`config.mk`:
```
export PLATFORM = sky130hd
export DESIGN_NAME = keypad_code_lock_flat
export DESIGN_NICKNAME = d
export VERILOG_FILES = /design/src/hdl/kcl_pkg.sv /design/src/hdl/kcl_intf.sv /design/src/hdl/kcl_core.sv /design/src/hdl/keypad_code_lock.sv /design/src/flat_wrapper.sv
export SDC_FILE = /design/constraint.sdc
export NUM_CORES = 1
export LEC_CHECK = 0
export BUFFER_PORTS_ARGS = -buffer_cell sky130_fd_sc_hd__buf_2
export CORE_MARGIN = 1.5
export CORE_UTILIZATION = 35
export DETAILED_ROUTE_END_ITERATION = 12
export GPL_ROUTABILITY_DRIVEN = 0
export SLEW_MARGIN = 20
export SYNTH_ARGS = -nofsm -noshare
export SYNTH_HDL_FRONTEND = slang
export SYNTH_SLANG_ARGS = --single-unit
export TNS_END_PERCENT = 100
```
`constraint.sdc`:
```
create_clock -name clk -period 4.3 [get_ports clk]
set_input_delay 0 -clock clk [delete_from_list [all_inputs] [get_ports clk]]
set_output_delay 0 -clock clk [all_outputs]
set_load 0.005 [all_outputs]
```
`src/hdl/kcl_pkg.sv`:
```
package kcl_pkg;

  localparam int CODE_LENGTH = 6;
  localparam int KEY_W = 4;
  localparam int PRESET_W = 24;
  localparam int POS_W = $clog2(CODE_LENGTH + 1);
  localparam logic [KEY_W-1:0] MAX_DIGIT = 4'd9;

  typedef logic [KEY_W-1:0] key_t;
  typedef logic [POS_W-1:0] pos_t;

  typedef enum logic [1:0] {
    PH_UNCHECKED = 2'd0,
    PH_ENROLL    = 2'd1,
    PH_CONFIRM   = 2'd2,
    PH_LOCKED    = 2'd3
  } phase_t;

  typedef enum logic [2:0] {
    OUT_TAKEN    = 3'd0,
    OUT_ENROLLED = 3'd1,
    OUT_MISMATCH = 3'd2,
    OUT_UNLOCKED = 3'd3,
    OUT_WRONG    = 3'd4
  } outcome_t;

  typedef struct packed {
    outcome_t   outcome;
    logic [2:0] keys_entered;
    logic       locked_mode;
  } result_t;

endpackage

```
`src/hdl/kcl_intf.sv`:
```
interface kcl_key_if;
  logic       valid;
  logic       ready;
  logic [3:0] key_code;
  modport source (output valid, output key_code, input ready);
  modport sink (input valid, input key_code, output ready);
endinterface

interface kcl_result_if;
  logic       valid;
  logic       ready;
  logic [2:0] outcome;
  logic [2:0] keys_entered;
  logic       locked_mode;
  modport source (output valid, output outcome, output keys_entered, output locked_mode,
                  input ready);
  modport sink (input valid, input outcome, input keys_entered, input locked_mode,
                output ready);
endinterface

interface kcl_cfg_if;
  logic        valid;
  logic        ready;
  logic [23:0] preset_code;
  modport source (output valid, output preset_code, input ready);
  modport sink (input valid, input preset_code, output ready);
endinterface

```
`src/hdl/kcl_core.sv`:
```
module kcl_core (
  input  logic                                clk,
  input  logic                                rst,
  input  logic                                advance,
  input  kcl_pkg::key_t                       key,
  input  logic [kcl_pkg::PRESET_W-1:0]        preset,
  output kcl_pkg::result_t                    res
);

  localparam int EXT_W = kcl_pkg::PRESET_W + kcl_pkg::KEY_W * kcl_pkg::CODE_LENGTH;

  kcl_pkg::phase_t phase, phase_next, phase_cur;
  kcl_pkg::pos_t   pos, pos_next, pos_cur;
  kcl_pkg::key_t   entry_keys [kcl_pkg::CODE_LENGTH];
  kcl_pkg::key_t   first_entry_keys [kcl_pkg::CODE_LENGTH];
  kcl_pkg::key_t   stored_keys [kcl_pkg::CODE_LENGTH];
  kcl_pkg::key_t   cur_keys [kcl_pkg::CODE_LENGTH];
  kcl_pkg::key_t   ref_keys [kcl_pkg::CODE_LENGTH];
  kcl_pkg::key_t   preset_digit [kcl_pkg::CODE_LENGTH];
  logic [EXT_W-1:0] preset_ext;
  logic            preset_ok;
  logic            load_preset;
  logic            last_key;
  logic            match_first;
  logic            match_ref;
  logic            store_first;
  logic            store_enrolled;
  kcl_pkg::outcome_t outcome;

  assign preset_ext = {{(kcl_pkg::KEY_W * kcl_pkg::CODE_LENGTH){1'b1}}, preset};

  always_comb begin
    preset_ok = 1'b1;
    for (int i = 0; i < kcl_pkg::CODE_LENGTH; i++) begin
      preset_digit[i] = preset_ext[i*kcl_pkg::KEY_W +: kcl_pkg::KEY_W];
      if (preset_digit[i] > kcl_pkg::MAX_DIGIT) preset_ok = 1'b0;
    end

    load_preset = 1'b0;
    phase_cur = phase;
    pos_cur = pos;
    if (phase == kcl_pkg::PH_UNCHECKED) begin
      pos_cur = '0;
      if (preset_ok) begin
        phase_cur = kcl_pkg::PH_LOCKED;
        load_preset = 1'b1;
      end else begin
        phase_cur = kcl_pkg::PH_ENROLL;
      end
    end

    match_first = 1'b1;
    match_ref = 1'b1;
    for (int i = 0; i < kcl_pkg::CODE_LENGTH; i++) begin
      cur_keys[i] = (pos_cur == kcl_pkg::pos_t'(i)) ? key : entry_keys[i];
      ref_keys[i] = load_preset ? preset_digit[i] : stored_keys[i];
      if (cur_keys[i] != first_entry_keys[i]) match_first = 1'b0;
      if (cur_keys[i] != ref_keys[i]) match_ref = 1'b0;
    end

    last_key = (pos_cur == kcl_pkg::pos_t'(kcl_pkg::CODE_LENGTH - 1));
    phase_next = phase_cur;
    pos_next = pos_cur + kcl_pkg::pos_t'(1);
    outcome = kcl_pkg::OUT_TAKEN;
    store_first = 1'b0;
    store_enrolled = 1'b0;
    if (last_key) begin
      pos_next = '0;
      case (phase_cur)
        kcl_pkg::PH_ENROLL: begin
          store_first = 1'b1;
          phase_next = kcl_pkg::PH_CONFIRM;
        end
        kcl_pkg::PH_CONFIRM: begin
          if (match_first) begin
            store_enrolled = 1'b1;
            phase_next = kcl_pkg::PH_LOCKED;
            outcome = kcl_pkg::OUT_ENROLLED;
          end else begin
            phase_next = kcl_pkg::PH_ENROLL;
            outcome = kcl_pkg::OUT_MISMATCH;
          end
        end
        default: begin
          outcome = match_ref ? kcl_pkg::OUT_UNLOCKED : kcl_pkg::OUT_WRONG;
        end
      endcase
    end

    res.outcome = outcome;
    res.keys_entered = 3'(pos_next);
    res.locked_mode = (phase_next == kcl_pkg::PH_LOCKED);
  end

  always_ff @(posedge clk) begin
    if (rst) begin
      phase <= kcl_pkg::PH_UNCHECKED;
      pos <= '0;
    end else if (advance) begin
      phase <= phase_next;
      pos <= pos_next;
    end
  end

  always_ff @(posedge clk) begin
    if (advance) begin
      for (int i = 0; i < kcl_pkg::CODE_LENGTH; i++) begin
        entry_keys[i] <= cur_keys[i];
        if (store_first) first_entry_keys[i] <= cur_keys[i];
        if (load_preset) stored_keys[i] <= preset_digit[i];
        else if (store_enrolled) stored_keys[i] <= first_entry_keys[i];
      end
    end
  end

endmodule

```
`src/hdl/keypad_code_lock.sv`:
```
// Keypad code lock. Each request on key carries one decoded key (0-9 digits, 10 star,
// 11 hash) and yields exactly one request on result with the outcome, the number of
// keys held in the current entry and the locked-mode flag. On the first key after
// reset the preset code register is examined: six valid digits make it the stored
// code, anything else starts enrollment of a code and its confirmation. A key passes
// through an input register, then state update and compare into the result register, so
// one key is accepted every cycle; only a stalled result register holds up new keys. The
// preset is written on cfg at any time but takes effect only at that first key.
module keypad_code_lock (
  input  logic          clk,
  input  logic          rst,
  kcl_key_if.sink       key,
  kcl_result_if.source  result,
  kcl_cfg_if.sink       cfg
);

  logic                          s1_valid;
  kcl_pkg::key_t                 s1_key;
  logic                          out_valid;
  kcl_pkg::result_t              out_res;
  kcl_pkg::result_t              core_res;
  logic                          out_free;
  logic                          advance;
  logic [kcl_pkg::PRESET_W-1:0]  preset;

  assign out_free = !out_valid || result.ready;
  assign advance = s1_valid && out_free;
  assign key.ready = !s1_valid || out_free;
  assign cfg.ready = 1'b1;

  always_ff @(posedge clk) begin
    if (rst) begin
      s1_valid <= 1'b0;
      out_valid <= 1'b0;
      preset <= '1;
    end else begin
      if (key.ready) s1_valid <= key.valid;
      if (out_free) out_valid <= s1_valid;
      if (cfg.valid) preset <= cfg.preset_code;
    end
  end

  always_ff @(posedge clk) begin
    if (key.valid && key.ready) s1_key <= key.key_code;
    if (advance) out_res <= core_res;
  end

  kcl_core u_core (
    .clk     (clk),
    .rst     (rst),
    .advance (advance),
    .key     (s1_key),
    .preset  (preset),
    .res     (core_res)
  );

  assign result.valid = out_valid;
  assign result.outcome = out_res.outcome;
  assign result.keys_entered = out_res.keys_entered;
  assign result.locked_mode = out_res.locked_mode;

  a_done_in_lock: assert property (@(posedge clk) disable iff (rst)
    result.valid && (out_res.outcome == kcl_pkg::OUT_ENROLLED ||
      out_res.outcome == kcl_pkg::OUT_UNLOCKED || out_res.outcome == kcl_pkg::OUT_WRONG)
    |-> out_res.locked_mode && out_res.keys_entered == 3'd0)
    else $error("completed entry result not in locked mode");

  a_mismatch_unlocked: assert property (@(posedge clk) disable iff (rst)
    result.valid && out_res.outcome == kcl_pkg::OUT_MISMATCH |-> !out_res.locked_mode)
    else $error("confirm mismatch reported in locked mode");

  a_partial_taken: assert property (@(posedge clk) disable iff (rst)
    result.valid && out_res.keys_entered != 3'd0 |-> out_res.outcome == kcl_pkg::OUT_TAKEN)
    else $error("partial entry with final outcome");

  a_ready_when_free: assert property (@(posedge clk) disable iff (rst)
    !out_valid |-> key.ready)
    else $error("key stalled with empty result register");

endmodule

```
`src/flat_wrapper.sv`:
```
// flat-port wrapper written by rule: the top's interface ports become plain ports
module keypad_code_lock_flat 
  (clk, rst, key_valid, key_key_code, key_ready, result_valid, result_outcome, result_keys_entered, result_locked_mode, result_ready, cfg_valid, cfg_preset_code, cfg_ready);
  kcl_key_if key_i ();
  kcl_result_if result_i ();
  kcl_cfg_if cfg_i ();
  input  logic clk;
  input  logic rst;
  input wire logic [$bits(key_i.valid)-1:0] key_valid;
  input wire logic [$bits(key_i.key_code)-1:0] key_key_code;
  output wire logic [$bits(key_i.ready)-1:0] key_ready;
  output wire logic [$bits(result_i.valid)-1:0] result_valid;
  output wire logic [$bits(result_i.outcome)-1:0] result_outcome;
  output wire logic [$bits(result_i.keys_entered)-1:0] result_keys_entered;
  output wire logic [$bits(result_i.locked_mode)-1:0] result_locked_mode;
  input wire logic [$bits(result_i.ready)-1:0] result_ready;
  input wire logic [$bits(cfg_i.valid)-1:0] cfg_valid;
  input wire logic [$bits(cfg_i.preset_code)-1:0] cfg_preset_code;
  output wire logic [$bits(cfg_i.ready)-1:0] cfg_ready;
  assign key_i.valid = key_valid;
  assign key_i.key_code = key_key_code;
  assign key_ready = key_i.ready;
  assign result_valid = result_i.valid;
  assign result_outcome = result_i.outcome;
  assign result_keys_entered = result_i.keys_entered;
  assign result_locked_mode = result_i.locked_mode;
  assign result_i.ready = result_ready;
  assign cfg_i.valid = cfg_valid;
  assign cfg_i.preset_code = cfg_preset_code;
  assign cfg_ready = cfg_i.ready;
  keypad_code_lock u_core (.clk(clk), .rst(rst), .key(key_i), .result(result_i), .cfg(cfg_i));
endmodule
```
# Yosys cells after proc, flatten, opt, wreduce, memory -nomap -nowiden
# Memories as Yosys holds them, arrays and structs flattened.
# Index checks and enable logic that the tools add are counted.
# word_totals
regBits	42
latchBits	0
ramBits	72
rom_bits	0
input_bits	33
output_inout_bits	10
elab_cells	118
mem_count	3
# op_classes
addsub	1
mul	0
n_div	0
n_lt_le_gt_ge	6
n_eq_ne	20
n_shift	0
mux	65
bitwise	6
reduce_logical	8
# memory_table
memory	depth	word_bits	read_ports	rd_clocked_by_memory_dff	write_ports	line	source
u_core.u_core.entry_keys	6	4	6	0	6	kcl_core.sv:14	kcl_pkg::key_t entry_keys [kcl_pkg::CODE_LENGTH];
u_core.u_core.first_entry_keys	6	4	6	0	6	kcl_core.sv:15	kcl_pkg::key_t first_entry_keys [kcl_pkg::CODE_LENGTH];
u_core.u_core.stored_keys	6	4	6	0	6	kcl_core.sv:16	kcl_pkg::key_t stored_keys [kcl_pkg::CODE_LENGTH];
# op_table
operator	count
2-to-1 mux 4 bit	18
inequality test 4 bit	12
2-to-1 mux 1 bit	37
greater-than comparator 4 bit, second input constant	6
2-to-1 mux 2 bit	5
2-to-1 mux 3 bit	3
== test 3 x 2 -> 1 bit, second input constant	2
== test 3 bit, second input constant	2
OR 1 bit	6
one-hot mux 3 bit (2 select lines)	1
== test 2 bit, second input constant	2
one-hot mux 2 bit (2 select lines)	1
adder 3 x 1 -> 3 bit, second input constant	1
== test 3 x 1 -> 1 bit, second input constant	1
zero test 3 bit	1
== test 2 x 1 -> 1 bit, second input constant	1
logical AND 1 bit	2
zero test 1 bit	2
zero test 2 bit	1
logical OR 1 bit	2

# Depth between registers and ports, before layout
# logic_depth
word_depth	19
ltp_mapped	15
ltp_nobuf	11

# Hierarchy
# A second synthesis with hierarchy kept.
# hier_totals
cells_unflattened	478
hier_area_um2	5795.6
# modules_own_cells
mod	n_inst	cells_each	area_each_um2	seq_area_each_um2
kcl_core	1	375	4455.5	2262.2
keypad_code_lock	1	103	1340.0	850.8

# Worst setup path after synthesis
# Ideal clock, no wire load.
# synth_timing
path_kind	register to register
from	reg u_core.u_core.phase[1]
to	mem u_core.u_core.stored_keys[0][0] in the netlist's numbering, enable pin
setup_time_ps	413
arrival_ps	4143
required_time_ps	3887
slack_ps	-256
path_stages_with_launch	15
n_path_buf	3
period_less_slack_ps	4556
path_cell_list	dfxtp_1 -> buf_2 -> or2_1 -> buf_2 -> and3_1 -> ha_1 -> buf_2 -> mux2i_4 -> xnor2_1 -> a311o_1 -> a2111oi_2 -> o2111ai_1 -> nor4_4 -> nand3_1 -> a21oi_1
# synth_rtl
element	line	source
start: declaration	kcl_core.sv:12	kcl_pkg::phase_t phase, phase_next, phase_cur;
start signal: assignment	kcl_core.sv:97	phase <= kcl_pkg::PH_UNCHECKED;
start signal: assignment	kcl_core.sv:100	phase <= phase_next;
end: declaration	kcl_core.sv:16	

==> key figures <==
STA
  • Worst clock skew: 15.19 ps
  • Final setup fails: 0
  • Worst slew pin tran: 779.0 ps
  • Fmax achieved: 248.8 MHz
  • Crit path time final: 4020 ps
  • Final period utilization: 93.48%
  • Max Transition Viols Final: 0
  • Max_slew headroom: 47.74%
  • Fin. Hold Viols: 0
  • RSZ-0062 raised after global routing: false
  • Final setup TNS: 0 ps

Detailed routing
  • Pre-antenna DRT Iters: 5
  • Iter 0 DRT Violations: 500
  • Antenna-violating nets left: 0
  • Wirelength per Cell: 19.94 µm
  • Vias per inst: 5.586
  • Routed met2 length: 7473 µm
  • Met3 routed WL: 1298 µm
  • WL met1: 7376 µm
  • Max Used Layer: met4
  • Final Routed Wirelength: 16570 µm
  • Vias: 4642
  • Residual DRC count: 0

Final layout
  • Final net count: 632
  • Finished Core Util: 44.21%
  • Fillers: 1562
  • Synth-to-layout area growth: 23.68%
  • ANT cells: 0
  • Share of layout cells above drive strength 1: 22.42%

Synthesis
  • Register area share after synthesis: 52.70%
  • Post-Syn Area per Cell: 11.49 µm²
  • Synthesized Nets: 548
  • Synth cell types: 70
  • Synthesis-stage register bit count: 114
  • Async set or reset register ratio after synthesis: 0%
  • Largest area contributor in the synthesized netlist: edfxtp_1
  • Synth cell count leaders: edfxtp_1, nand2_1, mux2i_1, dfxtp_1, o21ai_0
  • Synthesized cell area: 0.005907 mm²
  • Yosys top cell area share: 42.19%
  • EDFF count, synth: 83
  • Top FF cell, synth: edfxtp_1
  • Largest cells by area after synthesis: edfxtp_1, dfxtp_1, mux2i_1
  • Most common cell in the netlist: edfxtp_1
  • Mapped Cells: 514
  • Synthesis Warnings: 0

CTS
  • Post-CTS Setup Repair Bufs: 0
  • Clk_lat worst skew: 430 ps
  • Htree depth: 4
  • Hold buffers post-CTS: 32
  • Clock sink count: 114
  • Clock slew at reported path FFs: 50 ps
  • # resized after CTS: 0
  • CTS tree: yes
  • CTS buffer count: 17
  • Root buf cell: clkbuf_16
  • Largest buffer count on any clock path: 2

Setup path
  • CP Capture Type: register
  • Slowest CP cell: dfxtp_1
  • CP Cell Sequence: or2_1 -> and3_1 -> ha_1 -> mux2i_4 -> xnor2_1 -> a311o_1 -> a2111oi_2 -> o2111ai_1 -> nor4_4 -> nand4_4 -> buf_4 -> mux2_4
  • CP startpoint kind: register
  • CP max stage delay: 520 ps
  • Crit path required time: 4480 ps
  • WS Path Type: register to register
  • CP Max Fanout: 24
  • Arr. time, crit path: 4200 ps

Hold path
  • Worst hold path type: primary input to register

Status
  • Outcome: finished, final reports clean

Floorplan
  • Initial Utilization: 35.75%
  • DIE WIDTH: 132.9 µm
  • Core area: 0.01652 mm²
  • Num rows: 47
  • Die footprint: 0.01767 mm²
  • Ports: 43
  • Die Ht: 132.9 µm

Power
  • Leak pwr: 2.782 nW
  • Max VDD drop: 0.2672 mV
  • Pwr/cell area: 384.9 mW/mm²

Placement
  • I/O Buffers: 41
  • DP HPWL: 11920 µm

Flow run
  • Max-Cap Viols: 0

Global route
  • First-pass GRT wire length: 25440 µm
  • GRT overflow: 0
  • Vias in the first global route: 4417
  • Largest net degree at the start of global routing: 35
  • Total track usage: 19.41%
  • Antenna violations before repair: 0
## placed cells by master, fill, tap and decap left out, types with 3 or more instances in the layout
| cell | instances |
|---|---|
| nor3_1 | 9 |
| clkbuf_16 | 19 |
| mux2i_1 | 32 |
| nor4_1 | 8 |
| a221oi_1 | 6 |
| or2_2 | 4 |
| clkbuf_8 | 4 |
| nand3_1 | 18 |
| or3_1 | 3 |
| a21oi_1 | 22 |
| buf_2 | 41 |
| a22oi_1 | 4 |
| edfxtp_1 | 83 |
| xnor2_1 | 16 |
| buf_4 | 14 |
| and3_1 | 12 |
| nand2b_1 | 11 |
| nand2_1 | 47 |
| o22ai_1 | 3 |
| a31oi_1 | 3 |
| xor2_1 | 6 |
| nor2b_1 | 5 |
| nand4_1 | 11 |
| inv_1 | 20 |
| mux2_2 | 9 |
| dfxtp_1 | 31 |
| clkinv_2 | 3 |
| a32oi_1 | 3 |
| o211ai_1 | 4 |
| inv_4 | 4 |
| a211oi_1 | 6 |
| mux2_4 | 20 |
| o21a_1 | 4 |
| nor2_1 | 15 |
| dlygate4sd3_1 | 32 |
| a21o_1 | 4 |
| mux2i_4 | 3 |
| o21ai_0 | 26 |
## path summary, 6_finish.rpt
path | from | slack (ps) | end | cells past startpoint
setup reg to reg | u_core.u_core.phase[1]$_SDFFE_PP0P_ | 280 | u_core.u_core.stored_keys[5][2]$_DFFE_PP_ | 12
hold / removal | cfg_valid | 170 | u_core.preset[15]$_SDFFE_PP1P_ | 3
hold reg to reg | u_core.preset[0]$_SDFFE_PP1P_ | 520 | u_core.preset[0]$_SDFFE_PP1P_ | 2
setup / recovery | u_core.u_core.phase[1]$_SDFFE_PP0P_ | 280 | u_core.u_core.stored_keys[5][2]$_DFFE_PP_ | 12
## per-stage QoR
stage / total power, W / setup WS [ps] / hold WS [ps] / instance area [µm²] / cells
final: 0.002812 / 280.3 / 166.5 / 7306 / 831
after global routing: 0.002897 / 119.9 / 176.7 / 7306 / 831
after detailed placement: 0.001454 / 312.8 / 178.5 / 6407 / 767
after global placement: 0.001448 / 454.6 / 177.8 / 6407 / 767
after CTS: 0.002832 / 305.2 / 153.5 / 7306 / 831
after floorplan: 0.001383 / 169.9 / 69.07 / 5911 / 514
## routing by layer
metal / GRT usage, % / vias to the layer above
met2: 29.75 / 215
li1: - / 2115
met4: 7.509 / 0
met5: 0 / -
met1: 25.96 / 2273
met3: 5.594 / 39
## where the power goes
part / internal (W) / total [W] / switching, W
combinational: 0.0000996 / 0.000203 / 0.000103
sequential: 0.00121 / 0.00125 / 0.0000420
clock: 0.000863 / 0.00135 / 0.000492
## registers in the layout (all words and copies together), names as in the netlist
name	flops
u_core.preset	24
u_core.result.keys_entered	3
u_core.result.locked_mode	1
u_core.result.outcome	3
u_core.result.valid	1
u_core.s1_key	4
u_core.s1_valid	1
u_core.u_core.entry_keys	24
u_core.u_core.first_entry_keys	24
u_core.u_core.phase	2
u_core.u_core.pos	3
u_core.u_core.stored_keys	24
## cell type report
class                   instances  area [µm²]  area share, %
inverters                      23       86.33          1.182
well taps                     220       275.3          3.768
flip-flops and latches        114        3113          42.61
clock buffers                  25       538.0          7.364
multi-input cells             354        2603          35.62
repair buffers                 88       650.6          8.906
clock inverters                 7       40.04         0.5480
## kinds of logic after synthesis
group	Yosys count	synth area share, %
adders and majority gates	1	0.2118
muxes	65	13.60
AOI/OAI and AO/OA	105	11.97
and+or+nand+nor	160	14.79
DFF	114	52.70
other	1	0.06348
buffers and inverters	46	3.410
xor gates and xnor gates	22	3.262
## worst max-delay path, delay by kind of cell (launching register included)
kind / cells / cell delay [ps]
AOI/OAI and AO/OA: 3 / 810
DFF: 1 / 520
xor gates and xnor gates: 1 / 100
muxes: 2 / 720
adders and majority gates: 1 / 370
and+or+nand+nor: 4 / 940
buffers and inverters: 1 / 300
(Power assumes the default switching activity.)
